<file path="config.mk">
export PLATFORM = sky130hd
export DESIGN_NAME = socks5_server_handshake_parser
export DESIGN_NICKNAME = d
export VERILOG_FILES = /design/src/design/shp_pkg.sv /design/src/design/shp_parser.sv /design/src/design/shp_emitter.sv /design/src/design/socks5_server_handshake_parser.sv
export SDC_FILE = /design/constraint.sdc
export NUM_CORES = 1
export LEC_CHECK = 0
export ABC_AREA = 1
export BUFFER_PORTS_ARGS = -buffer_cell sky130_fd_sc_hd__buf_2
export CAP_MARGIN = 5
export CORE_ASPECT_RATIO = 0.9
export CORE_MARGIN = 3
export CORE_UTILIZATION = 55
export CTS_BUF_LIST = sky130_fd_sc_hd__clkbuf_8
export DETAILED_ROUTE_END_ITERATION = 16
export HOLD_SLACK_MARGIN = 0.08
export PLACE_DENSITY_LB_ADDON = 0.3
export SLEW_MARGIN = 15
export SYNTH_ARGS = -nofsm -noshare
export SYNTH_HDL_FRONTEND = slang
export SYNTH_HIERARCHICAL = 1
export SYNTH_SLANG_ARGS = --single-unit
</file>
<file path="constraint.sdc">
create_clock -name clk -period 3.89 [get_ports clk]
set_clock_uncertainty 0.1 [all_clocks]
set_input_delay 0.778 -clock clk [delete_from_list [all_inputs] [get_ports clk]]
set_output_delay 0.778 -clock clk [all_outputs]
set_load 0.01 [all_outputs]
</file>
<file path="src/design/shp_pkg.sv">
// Shared types, codes and byte helpers for the SOCKS5 handshake parser.
// No dependencies; every other design file refers to it by scoped names.
package shp_pkg;

    // Parser phases
    typedef enum logic [3:0] {
        PH_GVER   = 4'd0,
        PH_GNMETH = 4'd1,
        PH_GMETH  = 4'd2,
        PH_RVER   = 4'd3,
        PH_RCMD   = 4'd4,
        PH_RRSV   = 4'd5,
        PH_RATYP  = 4'd6,
        PH_RLEN   = 4'd7,
        PH_RADDR  = 4'd8,
        PH_PHI    = 4'd9,
        PH_PLO    = 4'd10,
        PH_DONE   = 4'd11
    } phase_t;

    // Kind of result burst queued for the emitter
    typedef enum logic [1:0] {
        BURST_ERR   = 2'd0,
        BURST_GREET = 2'd1,
        BURST_ADDR  = 2'd2,
        BURST_FINAL = 2'd3
    } burst_t;

    // out_kind codes
    localparam logic [1:0] KIND_REPLY = 2'd0;
    localparam logic [1:0] KIND_ADDR  = 2'd1;
    localparam logic [1:0] KIND_ERR   = 2'd2;

    // error_code values
    localparam logic [1:0] ERR_NONE      = 2'd0;
    localparam logic [1:0] ERR_BAD_VER   = 2'd1;
    localparam logic [1:0] ERR_BAD_ATYP  = 2'd2;
    localparam logic [1:0] ERR_ZERO_NAME = 2'd3;

    // Protocol constants
    localparam logic [7:0] SOCKS_VER  = 8'h05;
    localparam logic [7:0] ATYP_IPV4  = 8'h01;
    localparam logic [7:0] ATYP_NAME  = 8'h03;
    localparam logic [7:0] IPV4_BYTES = 8'd4;

    // Beat indexes inside a burst
    localparam logic [3:0] GREET_LAST_BEAT = 4'd1;
    localparam logic [3:0] FINAL_LAST_BEAT = 4'd9;

    // One queued burst
    typedef struct packed {
        burst_t      burst;
        logic [7:0]  addr_byte;
        logic [1:0]  err_code;
        logic [15:0] port;
        logic        addr_kind;
    } burst_desc_t;

    function automatic logic [7:0] nib_swap(input logic [7:0] b);
        nib_swap = {b[3:0], b[7:4]};
    endfunction

    function automatic logic [7:0] wire_byte(input logic [7:0] b, input logic en);
        wire_byte = en ? nib_swap(b) : b;
    endfunction

    // Greeting reply 05 00
    function automatic logic [7:0] greet_reply(input logic idx);
        greet_reply = idx ? 8'h00 : SOCKS_VER;
    endfunction

    // Fixed head of the final reply; the port follows it
    function automatic logic [7:0] final_reply(input logic [2:0] idx);
        logic [7:0] r;
        unique case (idx)
            3'd0:    r = 8'h05;
            3'd1:    r = 8'h00;
            3'd2:    r = 8'h00;
            3'd3:    r = 8'h01;
            3'd4:    r = 8'h34;
            3'd5:    r = 8'h45;
            3'd6:    r = 8'hF2;
            3'd7:    r = 8'h5E;
            default: r = 8'h00;
        endcase
        final_reply = r;
    endfunction

endpackage

</file>
<file path="src/design/shp_parser.sv">
// Byte parser: phase machine plus a one-entry result register holding a burst.
// Depends on shp_pkg.
module shp_parser (
    input  logic                 clk,
    input  logic                 rst_n,
    input  logic                 swap_en,
    input  logic                 in_valid,
    output logic                 in_ready,
    input  logic [7:0]           rx_byte,
    input  logic                 new_session,
    input  logic                 load_ready,   // emitter can take a burst this cycle
    output logic                 pend_valid,
    output shp_pkg::burst_desc_t pend_desc
);

    shp_pkg::phase_t      phase_reg, phase_next;
    logic [7:0]           remaining_reg, remaining_next;
    logic                 ver_ok_reg, ver_ok_next;
    logic                 atype_reg, atype_next;
    logic [7:0]           port_hi_reg, port_hi_next;
    logic                 pend_valid_reg, pend_valid_next;
    shp_pkg::burst_desc_t pend_reg, pend_next;

    shp_pkg::phase_t      cur_phase;
    logic [7:0]           b;
    logic [7:0]           rem_dec;
    logic                 accept;
    logic                 pop;
    logic                 push;
    shp_pkg::burst_desc_t desc;

    assign pop      = pend_valid_reg && load_ready;
    assign in_ready = !pend_valid_reg || pop;
    assign accept   = in_valid && in_ready;

    // new_session restarts at the greeting before the byte is parsed
    assign cur_phase = new_session ? shp_pkg::PH_GVER : phase_reg;
    assign b         = shp_pkg::wire_byte(rx_byte, swap_en);
    assign rem_dec   = remaining_reg - 8'd1;

    // Next phase
    always_comb
    begin
        phase_next = phase_reg;
        if (accept)
        begin
            unique case (cur_phase)
                shp_pkg::PH_GVER:   phase_next = shp_pkg::PH_GNMETH;
                shp_pkg::PH_GNMETH: phase_next = shp_pkg::PH_GMETH;
                shp_pkg::PH_GMETH:
                begin
                    if (rem_dec == 8'd0)
                        phase_next = ver_ok_reg ? shp_pkg::PH_RVER : shp_pkg::PH_DONE;
                end
                shp_pkg::PH_RVER:   phase_next = shp_pkg::PH_RCMD;
                shp_pkg::PH_RCMD:   phase_next = shp_pkg::PH_RRSV;
                shp_pkg::PH_RRSV:   phase_next = shp_pkg::PH_RATYP;
                shp_pkg::PH_RATYP:
                begin
                    if (b == shp_pkg::ATYP_IPV4)
                        phase_next = shp_pkg::PH_RADDR;
                    else if (b == shp_pkg::ATYP_NAME)
                        phase_next = shp_pkg::PH_RLEN;
                    else
                        phase_next = shp_pkg::PH_DONE;
                end
                shp_pkg::PH_RLEN:
                    phase_next = (b == 8'd0) ? shp_pkg::PH_DONE : shp_pkg::PH_RADDR;
                shp_pkg::PH_RADDR:
                begin
                    if (rem_dec == 8'd0)
                        phase_next = shp_pkg::PH_PHI;
                end
                shp_pkg::PH_PHI:    phase_next = shp_pkg::PH_PLO;
                shp_pkg::PH_PLO:    phase_next = shp_pkg::PH_DONE;
                default:            phase_next = shp_pkg::PH_DONE;
            endcase
        end
    end

    // Datapath registers and the burst produced by this byte
    always_comb
    begin
        remaining_next  = remaining_reg;
        ver_ok_next     = ver_ok_reg;
        atype_next      = atype_reg;
        port_hi_next    = port_hi_reg;
        push            = 1'b0;
        desc.burst      = shp_pkg::BURST_ERR;
        desc.addr_byte  = 8'd0;
        desc.err_code   = shp_pkg::ERR_NONE;
        desc.port       = 16'd0;
        desc.addr_kind  = 1'b0;
        if (accept)
        begin
            unique case (cur_phase)
                shp_pkg::PH_GVER:
                    ver_ok_next = (b == shp_pkg::SOCKS_VER);
                shp_pkg::PH_GNMETH:
                    remaining_next = (b == 8'd0) ? 8'd1 : b;
                shp_pkg::PH_GMETH:
                begin
                    remaining_next = rem_dec;
                    if (rem_dec == 8'd0)
                    begin
                        push = 1'b1;
                        if (ver_ok_reg)
                            desc.burst = shp_pkg::BURST_GREET;
                        else
                            desc.err_code = shp_pkg::ERR_BAD_VER;
                    end
                end
                shp_pkg::PH_RATYP:
                begin
                    if (b == shp_pkg::ATYP_IPV4)
                    begin
                        atype_next     = 1'b0;
                        remaining_next = shp_pkg::IPV4_BYTES;
                    end
                    else if (b == shp_pkg::ATYP_NAME)
                        atype_next = 1'b1;
                    else
                    begin
                        push          = 1'b1;
                        desc.err_code = shp_pkg::ERR_BAD_ATYP;
                    end
                end
                shp_pkg::PH_RLEN:
                begin
                    if (b == 8'd0)
                    begin
                        push          = 1'b1;
                        desc.err_code = shp_pkg::ERR_ZERO_NAME;
                    end
                    else
                        remaining_next = b;
                end
                shp_pkg::PH_RADDR:
                begin
                    remaining_next = rem_dec;
                    push           = 1'b1;
                    desc.burst     = shp_pkg::BURST_ADDR;
                    desc.addr_byte = b;
                    desc.addr_kind = atype_reg;
                end
                shp_pkg::PH_PHI:
                    port_hi_next = b;
                shp_pkg::PH_PLO:
                begin
                    push           = 1'b1;
                    desc.burst     = shp_pkg::BURST_FINAL;
                    desc.port      = {port_hi_reg, b};
                    desc.addr_kind = atype_reg;
                end
                default:
                begin
                    push = 1'b0;
                end
            endcase
        end
    end

    // Result register: filled by a byte that yields results, drained by the emitter
    always_comb
    begin
        pend_valid_next = pend_valid_reg;
        pend_next       = pend_reg;
        if (push)
        begin
            pend_valid_next = 1'b1;
            pend_next       = desc;
        end
        else if (pop)
            pend_valid_next = 1'b0;
    end

    always_ff @(posedge clk or negedge rst_n)
    begin
        if (!rst_n)
        begin
            phase_reg      <= shp_pkg::PH_GVER;
            remaining_reg  <= 8'd0;
            ver_ok_reg     <= 1'b0;
            atype_reg      <= 1'b0;
            port_hi_reg    <= 8'd0;
            pend_valid_reg <= 1'b0;
        end
        else
        begin
            phase_reg      <= phase_next;
            remaining_reg  <= remaining_next;
            ver_ok_reg     <= ver_ok_next;
            atype_reg      <= atype_next;
            port_hi_reg    <= port_hi_next;
            pend_valid_reg <= pend_valid_next;
        end
    end

    always_ff @(posedge clk)
    begin
        pend_reg <= pend_next;
    end

    assign pend_valid = pend_valid_reg;
    assign pend_desc  = pend_reg;

endmodule

</file>
<file path="src/design/shp_emitter.sv">
// Output sequencer: holds one burst and plays it out one beat per cycle while out_ready is high.
// Depends on shp_pkg.
module shp_emitter (
    input  logic                 clk,
    input  logic                 rst_n,
    input  logic                 swap_en,
    input  logic                 pend_valid,
    input  shp_pkg::burst_desc_t pend_desc,
    output logic                 load_ready,
    output logic                 out_valid,
    input  logic                 out_ready,
    output logic [1:0]           out_kind,
    output logic [7:0]           out_byte,
    output logic [15:0]          dest_port,
    output logic                 addr_kind,
    output logic [1:0]           error_code,
    output logic                 out_last
);

    logic                 valid_reg, valid_next;
    logic [3:0]           beat_reg, beat_next;
    shp_pkg::burst_desc_t desc_reg, desc_next;

    logic                 last_beat;
    logic                 beat_done;
    logic                 load;

    always_comb
    begin
        unique case (desc_reg.burst)
            shp_pkg::BURST_GREET: last_beat = (beat_reg == shp_pkg::GREET_LAST_BEAT);
            shp_pkg::BURST_FINAL: last_beat = (beat_reg == shp_pkg::FINAL_LAST_BEAT);
            default:              last_beat = 1'b1;
        endcase
    end

    assign beat_done  = valid_reg && out_ready;
    assign load_ready = !valid_reg || (out_ready && last_beat);
    assign load       = pend_valid && load_ready;

    always_comb
    begin
        valid_next = valid_reg;
        beat_next  = beat_reg;
        desc_next  = desc_reg;
        if (load)
        begin
            valid_next = 1'b1;
            beat_next  = 4'd0;
            desc_next  = pend_desc;
        end
        else if (beat_done)
        begin
            if (last_beat)
                valid_next = 1'b0;
            else
                beat_next = beat_reg + 4'd1;
        end
    end

    always_ff @(posedge clk or negedge rst_n)
    begin
        if (!rst_n)
        begin
            valid_reg <= 1'b0;
            beat_reg  <= 4'd0;
        end
        else
        begin
            valid_reg <= valid_next;
            beat_reg  <= beat_next;
        end
    end

    always_ff @(posedge clk)
    begin
        desc_reg <= desc_next;
    end

    // Beat contents
    always_comb
    begin
        out_kind   = shp_pkg::KIND_REPLY;
        out_byte   = 8'd0;
        dest_port  = 16'd0;
        addr_kind  = 1'b0;
        error_code = shp_pkg::ERR_NONE;
        unique case (desc_reg.burst)
            shp_pkg::BURST_ERR:
            begin
                out_kind   = shp_pkg::KIND_ERR;
                error_code = desc_reg.err_code;
            end
            shp_pkg::BURST_GREET:
                out_byte = shp_pkg::wire_byte(shp_pkg::greet_reply(beat_reg[0]), swap_en);
            shp_pkg::BURST_ADDR:
            begin
                out_kind  = shp_pkg::KIND_ADDR;
                out_byte  = desc_reg.addr_byte;
                addr_kind = desc_reg.addr_kind;
            end
            shp_pkg::BURST_FINAL:
            begin
                dest_port = desc_reg.port;
                addr_kind = desc_reg.addr_kind;
                if (!beat_reg[3])
                    out_byte = shp_pkg::wire_byte(shp_pkg::final_reply(beat_reg[2:0]),
                                                  swap_en);
                else if (!beat_reg[0])
                    out_byte = shp_pkg::wire_byte(desc_reg.port[15:8], swap_en);
                else
                    out_byte = shp_pkg::wire_byte(desc_reg.port[7:0], swap_en);
            end
            default:
            begin
                out_kind = shp_pkg::KIND_ERR;
            end
        endcase
    end

    assign out_valid = valid_reg;
    assign out_last  = last_beat;

endmodule

</file>
<file path="src/design/socks5_server_handshake_parser.sv">
// SOCKS5 server handshake parser, top level. Depends on shp_pkg, shp_parser, shp_emitter.
// Throughput: one client byte per cycle; a byte that yields results occupies the output
//   for as many beats as it yields (1, 2 or 10), the output port being the only limit.
// Path: a byte's results pass the parser's result register, then the emitter's burst register.
// Reset (rst_n, async, active low): parser back at the greeting, no beats pending,
//   nibble swap off.
module socks5_server_handshake_parser (
    input  logic        clk,
    input  logic        rst_n,

    // Configuration: the single swap_enable register
    input  logic        cfg_wr_en,
    input  logic        cfg_wr_data,

    // Client bytes in
    input  logic        s_axis_tvalid,
    output logic        s_axis_tready,
    input  logic [7:0]  s_axis_tdata,   // [7:0] rx_byte
    input  logic        s_axis_tuser,   // [0] new_session

    // Results out
    output logic        m_axis_tvalid,
    input  logic        m_axis_tready,
    output logic [31:0] m_axis_tdata,   // [7:0] out_byte, [23:8] dest_port,
                                        // [25:24] error_code, rest zero
    output logic [2:0]  m_axis_tuser,   // [1:0] out_kind, [2] addr_kind
    output logic        m_axis_tlast    // last beat caused by one input beat
);

    // Swap enable; the user must write it only while the block is idle; nothing enforces it.
    logic swap_en_reg, swap_en_next;

    always_comb
    begin
        swap_en_next = cfg_wr_en ? cfg_wr_data : swap_en_reg;
    end

    always_ff @(posedge clk or negedge rst_n)
    begin
        if (!rst_n)
            swap_en_reg <= 1'b0;
        else
            swap_en_reg <= swap_en_next;
    end

    // Parser -> emitter: one burst descriptor held in the parser's result register.
    // The emitter can drain it while its own last beat leaves, so bytes keep flowing.
    logic                 pend_valid;
    shp_pkg::burst_desc_t pend_desc;
    logic                 load_ready;

    logic [1:0]           out_kind;
    logic [7:0]           out_byte;
    logic [15:0]          dest_port;
    logic                 addr_kind;
    logic [1:0]           error_code;

    shp_parser u_parser (
        .clk         (clk),
        .rst_n       (rst_n),
        .swap_en     (swap_en_reg),
        .in_valid    (s_axis_tvalid),
        .in_ready    (s_axis_tready),
        .rx_byte     (s_axis_tdata),
        .new_session (s_axis_tuser),
        .load_ready  (load_ready),
        .pend_valid  (pend_valid),
        .pend_desc   (pend_desc)
    );

    // Emitter expands a burst: error (1 beat), greeting reply (2), address byte (1),
    // final reply with port (10).
    shp_emitter u_emitter (
        .clk        (clk),
        .rst_n      (rst_n),
        .swap_en    (swap_en_reg),
        .pend_valid (pend_valid),
        .pend_desc  (pend_desc),
        .load_ready (load_ready),
        .out_valid  (m_axis_tvalid),
        .out_ready  (m_axis_tready),
        .out_kind   (out_kind),
        .out_byte   (out_byte),
        .dest_port  (dest_port),
        .addr_kind  (addr_kind),
        .error_code (error_code),
        .out_last   (m_axis_tlast)
    );

    assign m_axis_tdata = {6'd0, error_code, dest_port, out_byte};
    assign m_axis_tuser = {addr_kind, out_kind};

`ifndef SYNTH
    // A queued burst stays until the emitter takes it
    a_pend_held: assert property (@(posedge clk) disable iff (!rst_n)
        pend_valid && !load_ready |=> pend_valid)
        else $error("queued burst dropped");

    // A burst does not stop before its last beat
    a_burst_continues: assert property (@(posedge clk) disable iff (!rst_n)
        m_axis_tvalid && m_axis_tready && !m_axis_tlast |=> m_axis_tvalid)
        else $error("burst cut short");

    // An error is always a single, final beat
    a_err_last: assert property (@(posedge clk) disable iff (!rst_n)
        m_axis_tvalid && (m_axis_tuser[1:0] == shp_pkg::KIND_ERR) |-> m_axis_tlast)
        else $error("error beat not last");
`endif

endmodule

</file>
==> impl_metrics.env, run 1 <==
export IMPL_status="finished clean"
export IMPL_drc=0
export IMPL_grt_pass1_wl_um=16400
export IMPL_antenna_found_initial=0
export IMPL_area_growth_pct=8.96
export IMPL_routabilityCongestion=0.965
export IMPL_hold_ws_ps=319
export IMPL_first_pass_iters=5
export IMPL_ys_warnings_count=6
export IMPL_clkLatencyLatePin_ps=350
export IMPL_synth_edf_count=58
export IMPL_setup_ws_ps=643
export IMPL_slowest_stage="dfrtp_1"
export IMPL_first_global_vias=3550
export IMPL_hpwlAfterDp_um=7450
export IMPL_core_area_um2=8300
export IMPL_dpl_cell_count=724
export IMPL_rsz0062_at_grt="false"
export IMPL_clock_sinks=87
export IMPL_ys_ff_latch=87
export IMPL_start_util_pct=58.2
export IMPL_die_area_um2=9950
export IMPL_synth_cell_type_count=38
export IMPL_arrival_ps=2370
export IMPL_p_sw_share_pct=38.2
export IMPL_clk_root_buffer_cell="clkbuf_8"
export IMPL_netlist_area_leader_share_pct=36.0
export IMPL_wl_um=9630
export IMPL_clkPwrFrac_pct=20.9
export IMPL_cts_resized=0
export IMPL_cp_start_kind="flop"
export IMPL_cts_buffers=9
export IMPL_n_antenna_cell=0
export IMPL_path_buf_inv=2
export IMPL_power_switching_w=0.00110
export IMPL_crit_type="flop to primary output"
export IMPL_power_density_nw_per_um2=548
export IMPL_avgRoutedWirePerCell_um=13.0
export IMPL_ant_nets=0
export IMPL_synth_area_leaders="edfxtp_1 36%, dfrtp_1 15%, nand2_1 13%, inv_1 5.7%, nor2_1 5.2%"
export IMPL_cp_cell_sequence="inv_1 > ha_1 > o21ai_0 > nand2_1 > o211ai_1 > nand3_1 > nand3_1 > buf_2"
export IMPL_tightest_slew_ps=700
export IMPL_num_rows=31
export IMPL_min_period_ps=3250
export IMPL_slowest_delay_ps=730
export IMPL_syn_avg_cell_area_um2=8.41
export IMPL_die_w_um=105
export IMPL_grt_usage_pct=20.7
export IMPL_p_total_w=0.00289
export IMPL_fmax_mhz=308
export IMPL_netlist_area_um2=4830
export IMPL_setup_viol=0
export IMPL_cts_hold_buf=0
export IMPL_clockBufferDepth=2
export IMPL_min_path_type="flop to flop"
export IMPL_overflow=0
export IMPL_drive_gt1_share_pct=15.0
export IMPL_yosysSeqAreaShare_pct=51.0
export IMPL_combPwrFrac_pct=33.6
export IMPL_report_final_slew_viol_count=0
export IMPL_slew_headroom_pct=53.4
export IMPL_htree_levels=3
export IMPL_seqPwrFrac_pct=45.5
export IMPL_vias_per_cell=5.16
export IMPL_p_leak_nw=2.57
export IMPL_drv_cap=0
export IMPL_grt_start_max_net_pins=30
export IMPL_critPathCaptureType="primary output"
export IMPL_cp_data_required_time_ps=3010
export IMPL_crit_top_cell="nand3_1"
export IMPL_final_cell_count_no_fill=740
export IMPL_clk_pin_slew_ps=90
export IMPL_vias=3821
export IMPL_port_buffers=46
export IMPL_synth_async_sr_flop_share_pct=33.3
export IMPL_fin_nets=643
export IMPL_cts_tree="yes"
export IMPL_crit_family="flip-flops"
export IMPL_fin_crit_sh_pct=83.5
export IMPL_drt_iter0_drc=271
export IMPL_dp_worst_setup_slack_ps=966
export IMPL_synth_ff_type="edfxtp_1"
export IMPL_die_h_um=94.9
export IMPL_cts_setup_buffers=0
export IMPL_yosysTopAreaCell="edfxtp_1"
export IMPL_vdd_drop_max_v=0.000285
export IMPL_p_int_w=0.00178
export IMPL_synthCells=575
export IMPL_final_hold_violation_count=0
export IMPL_crit_fanout=14
export IMPL_tns_ps=0
export IMPL_pin_count=53
## placed cells by master, fill, tap and decap left out, types with 8 or more instances in the layout
cell type	count
buf_2	46
nand2_1	166
inv_1	77
o21ai_2	11
clkbuf_8	9
a21oi_1	12
ha_1	8
edfxtp_1	58
dfrtp_1	29
o21ai_0	23
nand3_1	47
nor2_1	67
o21ai_1	15
## layer usage
layer	part of all wire (%)	track usage (%)	wire length [um]	vias to the layer above
met2	48	35.0	4620	114
li1	-	-	-	1938
met4	2.3	8.09	223	0
met5	0	0	0	-
met1	44	26.5	4280	1750
met3	5.3	4.10	508	19
## cell type report
| type | count | area (um^2) |
|---|---|---|
| clock buffers | 9 | 124 |
| clock inverters | 7 | 66.3 |
| fillers | 707 | 3030 |
| inverters | 79 | 297 |
| multi-input cells | 393 | 1910 |
| flip-flops and latches | 87 | 2470 |
| well taps | 115 | 144 |
| repair buffers | 50 | 260 |
## cells by family (layout without fill, tap and decap cells)
kind of cell / count (synthesis) / after routing / synth area share [%]
adder cells (fa/ha/maj): 8 / 8 / 2.07
flip-flops: 87 / 87 / 51.0
AO/OA/AOI/OAI: 69 / 69 / 8.39
AND/OR/NAND/NOR: 308 / 308 / 28.2
XOR/XNOR: 2 / 2 / 0.362
other: 1 / 6 / 0.0776
buffers and inverters: 100 / 145 / 9.86
## power by group through the flow
stage / clock, W / combinational, W / sequential (W)
after global placement: 0 / 0.000949 / 0.00132
after global routing: 0.000666 / 0.00111 / 0.00134
after floorplan: 0 / 0.000814 / 0.00127
final: 0.000603 / 0.000969 / 0.00131
after CTS: 0.000621 / 0.000966 / 0.00131
after detailed placement: 0 / 0.000961 / 0.00133
## synth_stat cells, types with 2 or more instances
library cell and instances:
nor2_1 67, nor2_2 2, buf_8 2, a21oi_1 12
dfrtp_1 29, ha_1 8, nand3_1 47, xor2_1 2
inv_2 5, nand2_4 3, inv_1 74, a31oi_1 2
nor2_8 3, nand2_1 166, buf_6 3, o211ai_1 2
o21ai_2 11, o21ai_0 23, buf_2 2, nor3_1 2
clkbuf_1 3, nor3b_1 2, edfxtp_1 58, o21ai_1 15
buf_4 9, nand4_1 7, nand2_2 4, clkbuf_8 2
## path summary, 6_finish.rpt
check                                       start                   endpoint  slack (ps)  depth (start not counted)
setup reg to reg            u_emitter/beat_reg[0]     u_parser/pend_desc[13]         940                         14
setup / recovery            u_emitter/beat_reg[0]            m_axis_tdata[4]         640                          8
hold reg to reg            u_parser/pend_desc[13]     u_emitter/desc_reg[13]         320                          0
min in group asynchronous                   rst_n      u_parser/phase_reg[2]         360                          1
max in group asynchronous                   rst_n  u_parser/remaining_reg[1]        2870                          1
hold / removal             u_parser/pend_desc[13]     u_emitter/desc_reg[13]         320                          0
## stage by stage
| step | cell area (um^2) | util [%] |
|---|---|---|
| final | 5270 | 63.4 |
| after floorplan | 4850 | - |
| after CTS | 5270 | 63.4 |
| after global placement | 5080 | 61.2 |
| after global routing | 5270 | 63.4 |
| after detailed placement | 5080 | 61.2 |
No activity file was read; power rests on OpenSTA's default activity.
==> run 2: changes to the inputs <==
- clock period: 3.89 -> 2.9 ns (I/O delays scaled with it)
==> run 2 against run 1 <==
Highest routed layer unchanged. Wire length grew 8.4%. Core utilization is 1.8 points higher. Total power up 42%.
==> impl_metrics.env, run 2 (synthesis results as in run 1) <==
export IMPL_first_global_vias=3616
export IMPL_vdd_drop_max_v=0.000471
export IMPL_cp_start_kind="flop"
export IMPL_cts_buffers=9
export IMPL_drv_cap=0
export IMPL_die_w_um=105
export IMPL_clkLatencyLatePin_ps=360
export IMPL_vias=3895
export IMPL_setup_ws_ps=147
export IMPL_pin_count=53
export IMPL_htree_levels=3
export IMPL_grt_start_max_net_pins=30
export IMPL_dpl_cell_area_um2=5160
export IMPL_final_cell_mix="165 x nand2_1, 73 x inv_1, 67 x nor2_1"
export IMPL_p_leak_nw=2.63
export IMPL_dp_worst_setup_slack_ps=133
export IMPL_min_path_type="input port to asynchronous set/reset pin"
export IMPL_start_util_pct=58.2
export IMPL_clk_root_buffer_cell="clkbuf_8"
export IMPL_stdcell_area_um2=5420
export IMPL_min_period_ps=2750
export IMPL_core_area_um2=8300
export IMPL_fmax_mhz=363
export IMPL_crit_type="flop to primary output"
export IMPL_port_buffers=46
export IMPL_n_antenna_cell=0
export IMPL_final_hold_violation_count=0
export IMPL_clockBufferDepth=2
export IMPL_die_h_um=94.9
export IMPL_die_area_um2=9950
export IMPL_clock_sinks=87
export IMPL_slew_headroom_pct=53.6
export IMPL_fin_crit_sh_pct=94.9
export IMPL_fin_nets=656
export IMPL_drc=0
export IMPL_arrival_ps=2070
export IMPL_power_density_nw_per_um2=754
export IMPL_cp_data_required_time_ps=2220
export IMPL_cts_hold_buf=0
export IMPL_grt_usage_pct=21.8
export IMPL_area_growth_pct=12.1
export IMPL_p_total_w=0.00409
export IMPL_final_util_pct=65.3
export IMPL_antenna_found_initial=0
export IMPL_ant_nets=0
export IMPL_crit_top_cell="nand2_1"
export IMPL_rsz0062_at_grt="false"
export IMPL_drive_gt1_share_pct=17.6
export IMPL_status="finished clean"
export IMPL_tns_ps=0
export IMPL_reg2reg_slack_ps=290
export IMPL_cp_cell_sequence="buf_6 > inv_2 > nor2_4 > buf_4 > o21ai_0 > nand2_1 > nand3_1 > nand2_1 > buf_2"
export IMPL_grt_pass1_wl_um=17000
export IMPL_avgRoutedWirePerCell_um=13.9
export IMPL_slowest_stage="dfrtp_1"
export IMPL_first_pass_iters=5
export IMPL_report_final_slew_viol_count=0
export IMPL_overflow=0
export IMPL_vias_per_cell=5.17
export IMPL_critPathCaptureType="primary output"
export IMPL_final_common_cell="nand2_1"
export IMPL_clk_pin_slew_ps=90
export IMPL_crit_fanout=21
export IMPL_num_rows=31
export IMPL_slowest_delay_ps=460
export IMPL_hpwlAfterDp_um=7890
export IMPL_routabilityCongestion=0.893
export IMPL_drt_iter0_drc=205
export IMPL_wl_um=10400
export IMPL_cts_tree="yes"
export IMPL_setup_viol=0
export IMPL_tightest_slew_ps=697
run 2: layer usage:
layer  track usage (%)  up-vias  wire (um)
li1                  -     1968          -
met1              26.9     1742       4390
met2              37.6      164       5140
met3              4.03       21        690
met4              10.2        0        224
met5                 0        -          0
run 2: repair_timing:
action / 4_1_cts / 5_1_grt
endpoints found under the setup margin: 4 / 53
gates resized for setup: 2 / 4
buffers inserted: 0 / 1
pin swaps: 0 / 1
gates cloned: 0 / 1
run 2: final cells by class:
cell class | count | area [um^2]
clock inverter | 7 | 103
clock buffer | 9 | 124
multi-input combinational | 393 | 1920
timing repair buffer | 62 | 358
inverter | 79 | 300
tap | 115 | 144
timing repair inverter | 1 | 7.51
fill | 721 | 2880
sequential | 87 | 2470
run 2: stage by stage:
step,hold slack (ps),instances
detailed placement,305,735
global placement,301,735
finish,158,753
floorplan,184,580
CTS,173,751
global route,193,753
run 2: path summary, 6_finish.rpt:
kind / endpoint / cells after the start / start
max in group asynchronous: u_parser/atype_reg / 1 / rst_n
min in group clk: swap_en_reg / 3 / cfg_wr_data
worst min register to register: u_emitter/desc_reg[1] / 0 / u_parser/pend_desc[1]
worst max-delay path: m_axis_tdata[1] / 9 / swap_en_reg
worst min-delay path: u_emitter/out_valid / 1 / rst_n
worst max register to register: u_parser/remaining_reg[2] / 17 / u_emitter/beat_reg[1]
run 2: power by group:
group          total (W)  internal [W]  leakage (nW)  switching (W)
clock           0.000953      0.000497         0.116       0.000456
combinational    0.00141      0.000483          1.63       0.000926
sequential       0.00173       0.00156         0.888       0.000166
total            0.00409       0.00254          2.63        0.00155
run 2: critical path: cells and delay by family (launching register included):
kind                   cells  cell delay, ps
AO/OA/AOI/OAI              1              80
buffers and inverters      4             720
flip-flops                 1             460
AND/OR/NAND/NOR            4             450
==> run 3: changes to the inputs <==
- HOLD_SLACK_MARGIN: 0.08 -> 0.02
- SYNTH_HIERARCHICAL: 1 -> unset
- TNS_END_PERCENT: unset -> 30
==> run 3 against run 2 <==
Core utilization shrank 1.1 points. Global-route usage is essentially flat. Synthesized cell count decreased by 4.5%. Total power shrank 4.7%. Largest cell class unchanged. Design area decreased by 2.2%. Die area decreased by 0.93%. Sequential power about the same. Flip-flop and latch count is the same. Cell count shrank 4.1%. Count of clock-buffer cells in the layout did not move.
==> impl_metrics.env, run 3 <==
export IMPL_die_h_um=94.5
export IMPL_synth_area_leaders="edfxtp_1 36%, dfrtp_1 15%, nand2_1 11%, inv_1 5.4%, nor2_1 5.0%"
export IMPL_clk_root_buffer_cell="clkbuf_8"
export IMPL_slowest_delay_ps=450
export IMPL_grt_pass1_wl_um=17000
export IMPL_slew_headroom_pct=49.6
export IMPL_overflow=0
export IMPL_fin_crit_sh_pct=92.0
export IMPL_drive_gt1_share_pct=18.8
export IMPL_vdd_drop_max_v=0.000417
export IMPL_fin_nets=624
export IMPL_synth_commonest_cells="134 x nand2_1, 69 x inv_1, 64 x nor2_1, 58 x edfxtp_1, 44 x o21ai_0"
export IMPL_first_pass_iters=5
export IMPL_avgRoutedWirePerCell_um=14.1
export IMPL_report_final_slew_viol_count=0
export IMPL_crit_family="compound AO/OA/AOI/OAI gates"
export IMPL_cts_buffers=9
export IMPL_clock_sinks=87
export IMPL_vias_per_cell=5.26
export IMPL_cp_cell_sequence="buf_4 > nand2_1 > o221ai_1 > o221ai_1 > buf_2"
export IMPL_tightest_slew_ps=756
export IMPL_reg2reg_slack_ps=340
export IMPL_r2r_start="u_parser.remaining_reg[0]"
export IMPL_crit_type="flop to primary output"
export IMPL_die_w_um=104
export IMPL_ys_ff_latch=87
export IMPL_final_hold_violation_count=0
export IMPL_yosysSeqAreaShare_pct=51.6
export IMPL_synth_cell_type_count=40
export IMPL_hpwlAfterDp_um=7680
export IMPL_clkLatencyLatePin_ps=350
export IMPL_ant_nets=0
export IMPL_antenna_found_initial=0
export IMPL_crit_top_cell="o221ai_1"
export IMPL_grt_start_max_net_pins=30
export IMPL_final_common_cell="nand2_1"
export IMPL_final_cell_mix="134 x nand2_1, 70 x inv_1, 64 x nor2_1"
export IMPL_fillCellCount=696
export IMPL_n_antenna_cell=0
export IMPL_power_density_nw_per_um2=735
export IMPL_rsz0062_at_grt="false"
export IMPL_first_global_vias=3507
export IMPL_cts_tree="yes"
export IMPL_path_buf_inv=2
export IMPL_min_period_ps=2670
export IMPL_reg2reg_depth=13
export IMPL_fmax_mhz=375
export IMPL_hold_ws_ps=183
export IMPL_drv_cap=0
export IMPL_critPathCaptureType="primary output"
export IMPL_synthCells=549
export IMPL_netlist_area_leader_share_pct=36.4
export IMPL_clockBufferDepth=2
export IMPL_arrival_ps=1990
export IMPL_drt_iter0_drc=186
export IMPL_die_area_um2=9860
export IMPL_clk_pin_slew_ps=90
export IMPL_num_rows=31
export IMPL_min_path_type="input port to asynchronous set/reset pin"
export IMPL_netlist_area_um2=4790
export IMPL_wl_um=10100
export IMPL_start_util_pct=57.9
export IMPL_drc=0
export IMPL_p_leak_nw=2.35
export IMPL_synth_edf_count=58
export IMPL_setup_viol=0
export IMPL_r2r_end="u_parser.pend_desc[22]"
export IMPL_cp_start_kind="flop"
export IMPL_ys_warnings_count=0
export IMPL_crit_fanout=24
export IMPL_pin_count=53
export IMPL_vias=3795
export IMPL_syn_avg_cell_area_um2=8.72
export IMPL_synth_async_sr_flop_share_pct=33.3
export IMPL_cts_hold_buf=0
export IMPL_port_buffers=46
export IMPL_cp_data_required_time_ps=2220
export IMPL_grt_usage_pct=21.8
export IMPL_yosysTopAreaCell="edfxtp_1"
export IMPL_slowest_stage="dfrtp_2"
export IMPL_status="finished clean"
export IMPL_core_area_um2=8260
export IMPL_yosysMostFrequentCell="nand2_1"
export IMPL_routabilityCongestion=0.940
export IMPL_area_growth_pct=10.7
export IMPL_tns_ps=0
export IMPL_synth_ff_type="edfxtp_1"
export IMPL_htree_levels=3
run 3: cell count changes in the layout (fill, tap and decap cells not counted), sizes merged, moves of 2 or more:
cell	before	now
bufinv	2	0
inv	81	77
o21ai	49	53
buf	62	58
nand3	49	35
a31oi	2	0
nor3	2	4
xor2	2	0
a21oi	12	16
o221ai	0	12
nand2	173	143
nor2	72	76
run 3: power breakdown:
part           leakage, nW  internal, W  switching (W)  total (W)
combinational         1.39     0.000489       0.000934    0.00142
clock               0.0864     0.000312       0.000427   0.000739
sequential           0.864      0.00154       0.000190    0.00173
run 3: worst max path at each step:
stage	cells after the start	start	slack, ps	endpoint
finish	5	swap_en_reg	230	m_axis_tdata[2]
global route	5	swap_en_reg	90	m_axis_tdata[7]
floorplan	11	u_emitter.beat_reg[1]	350	u_parser.pend_desc[0]
CTS	6	swap_en_reg	140	m_axis_tdata[5]
global placement	9	swap_en_reg	400	u_parser.pend_desc[4]
detailed placement	9	swap_en_reg	330	u_parser.pend_desc[12]
run 3: kinds of logic after synthesis:
family / Yosys count / share of synthesized area [%]
AO/OA/AOI/OAI: 88 / 11.2
adder cells (fa/ha/maj): 7 / 1.83
buffers and inverters: 95 / 9.12
flip-flops: 87 / 51.6
other: 1 / 0.0784
AND/OR/NAND/NOR: 271 / 26.2
run 3: layer usage:
metal	GRT usage (%)	wire length (um)	vias to the layer above
met1	27.9	4510	1726
met4	7.75	176	0
met5	0	0	-
li1	-	-	1904
met3	4.58	659	18
met2	37.2	4800	147
run 3: final cells by class:
cell class              count  area (um^2)  area share (%)
flip-flops and latches     87         2470            46.6
multi-input cells         372         1900            35.9
repair buffers             58          333            6.28
inverters                  74          283            5.34
well taps                 115          144            2.71
clock buffers               9          124            2.34
clock inverters             7         47.5           0.897
run 3: per-stage QoR:
step / cells / setup slack (ps) / area, um^2 / total power [W] / util [%]
after floorplan: 554 / 347 / 4800 / 0.00280 / -
after global placement: 704 / 398 / 5110 / 0.00313 / 61.9
after detailed placement: 704 / 329 / 5110 / 0.00316 / 61.9
after CTS: 720 / 136 / 5290 / 0.00391 / 64.0
after global routing: 722 / 88.7 / 5300 / 0.00423 / 64.2
final: 722 / 232 / 5300 / 0.00389 / 64.2
run 3: timing repair:
item                       CTS  global route
resized for setup            1             0
setup endpoints to repair    2             4
buffers inserted             0             2
run 3: worst register-to-register path: stages, from the launching register on:
cell and delay (ps):
dfrtp_1 400, inv_1 190, ha_1 270, inv_1 70, nand2_1 60, nand2_1 100, nor2_1 110, nand2_1 60
nor2_1 160, nand4_1 170, nand2_1 90, nand2_1 60, nand2_1 230, buf_12 220
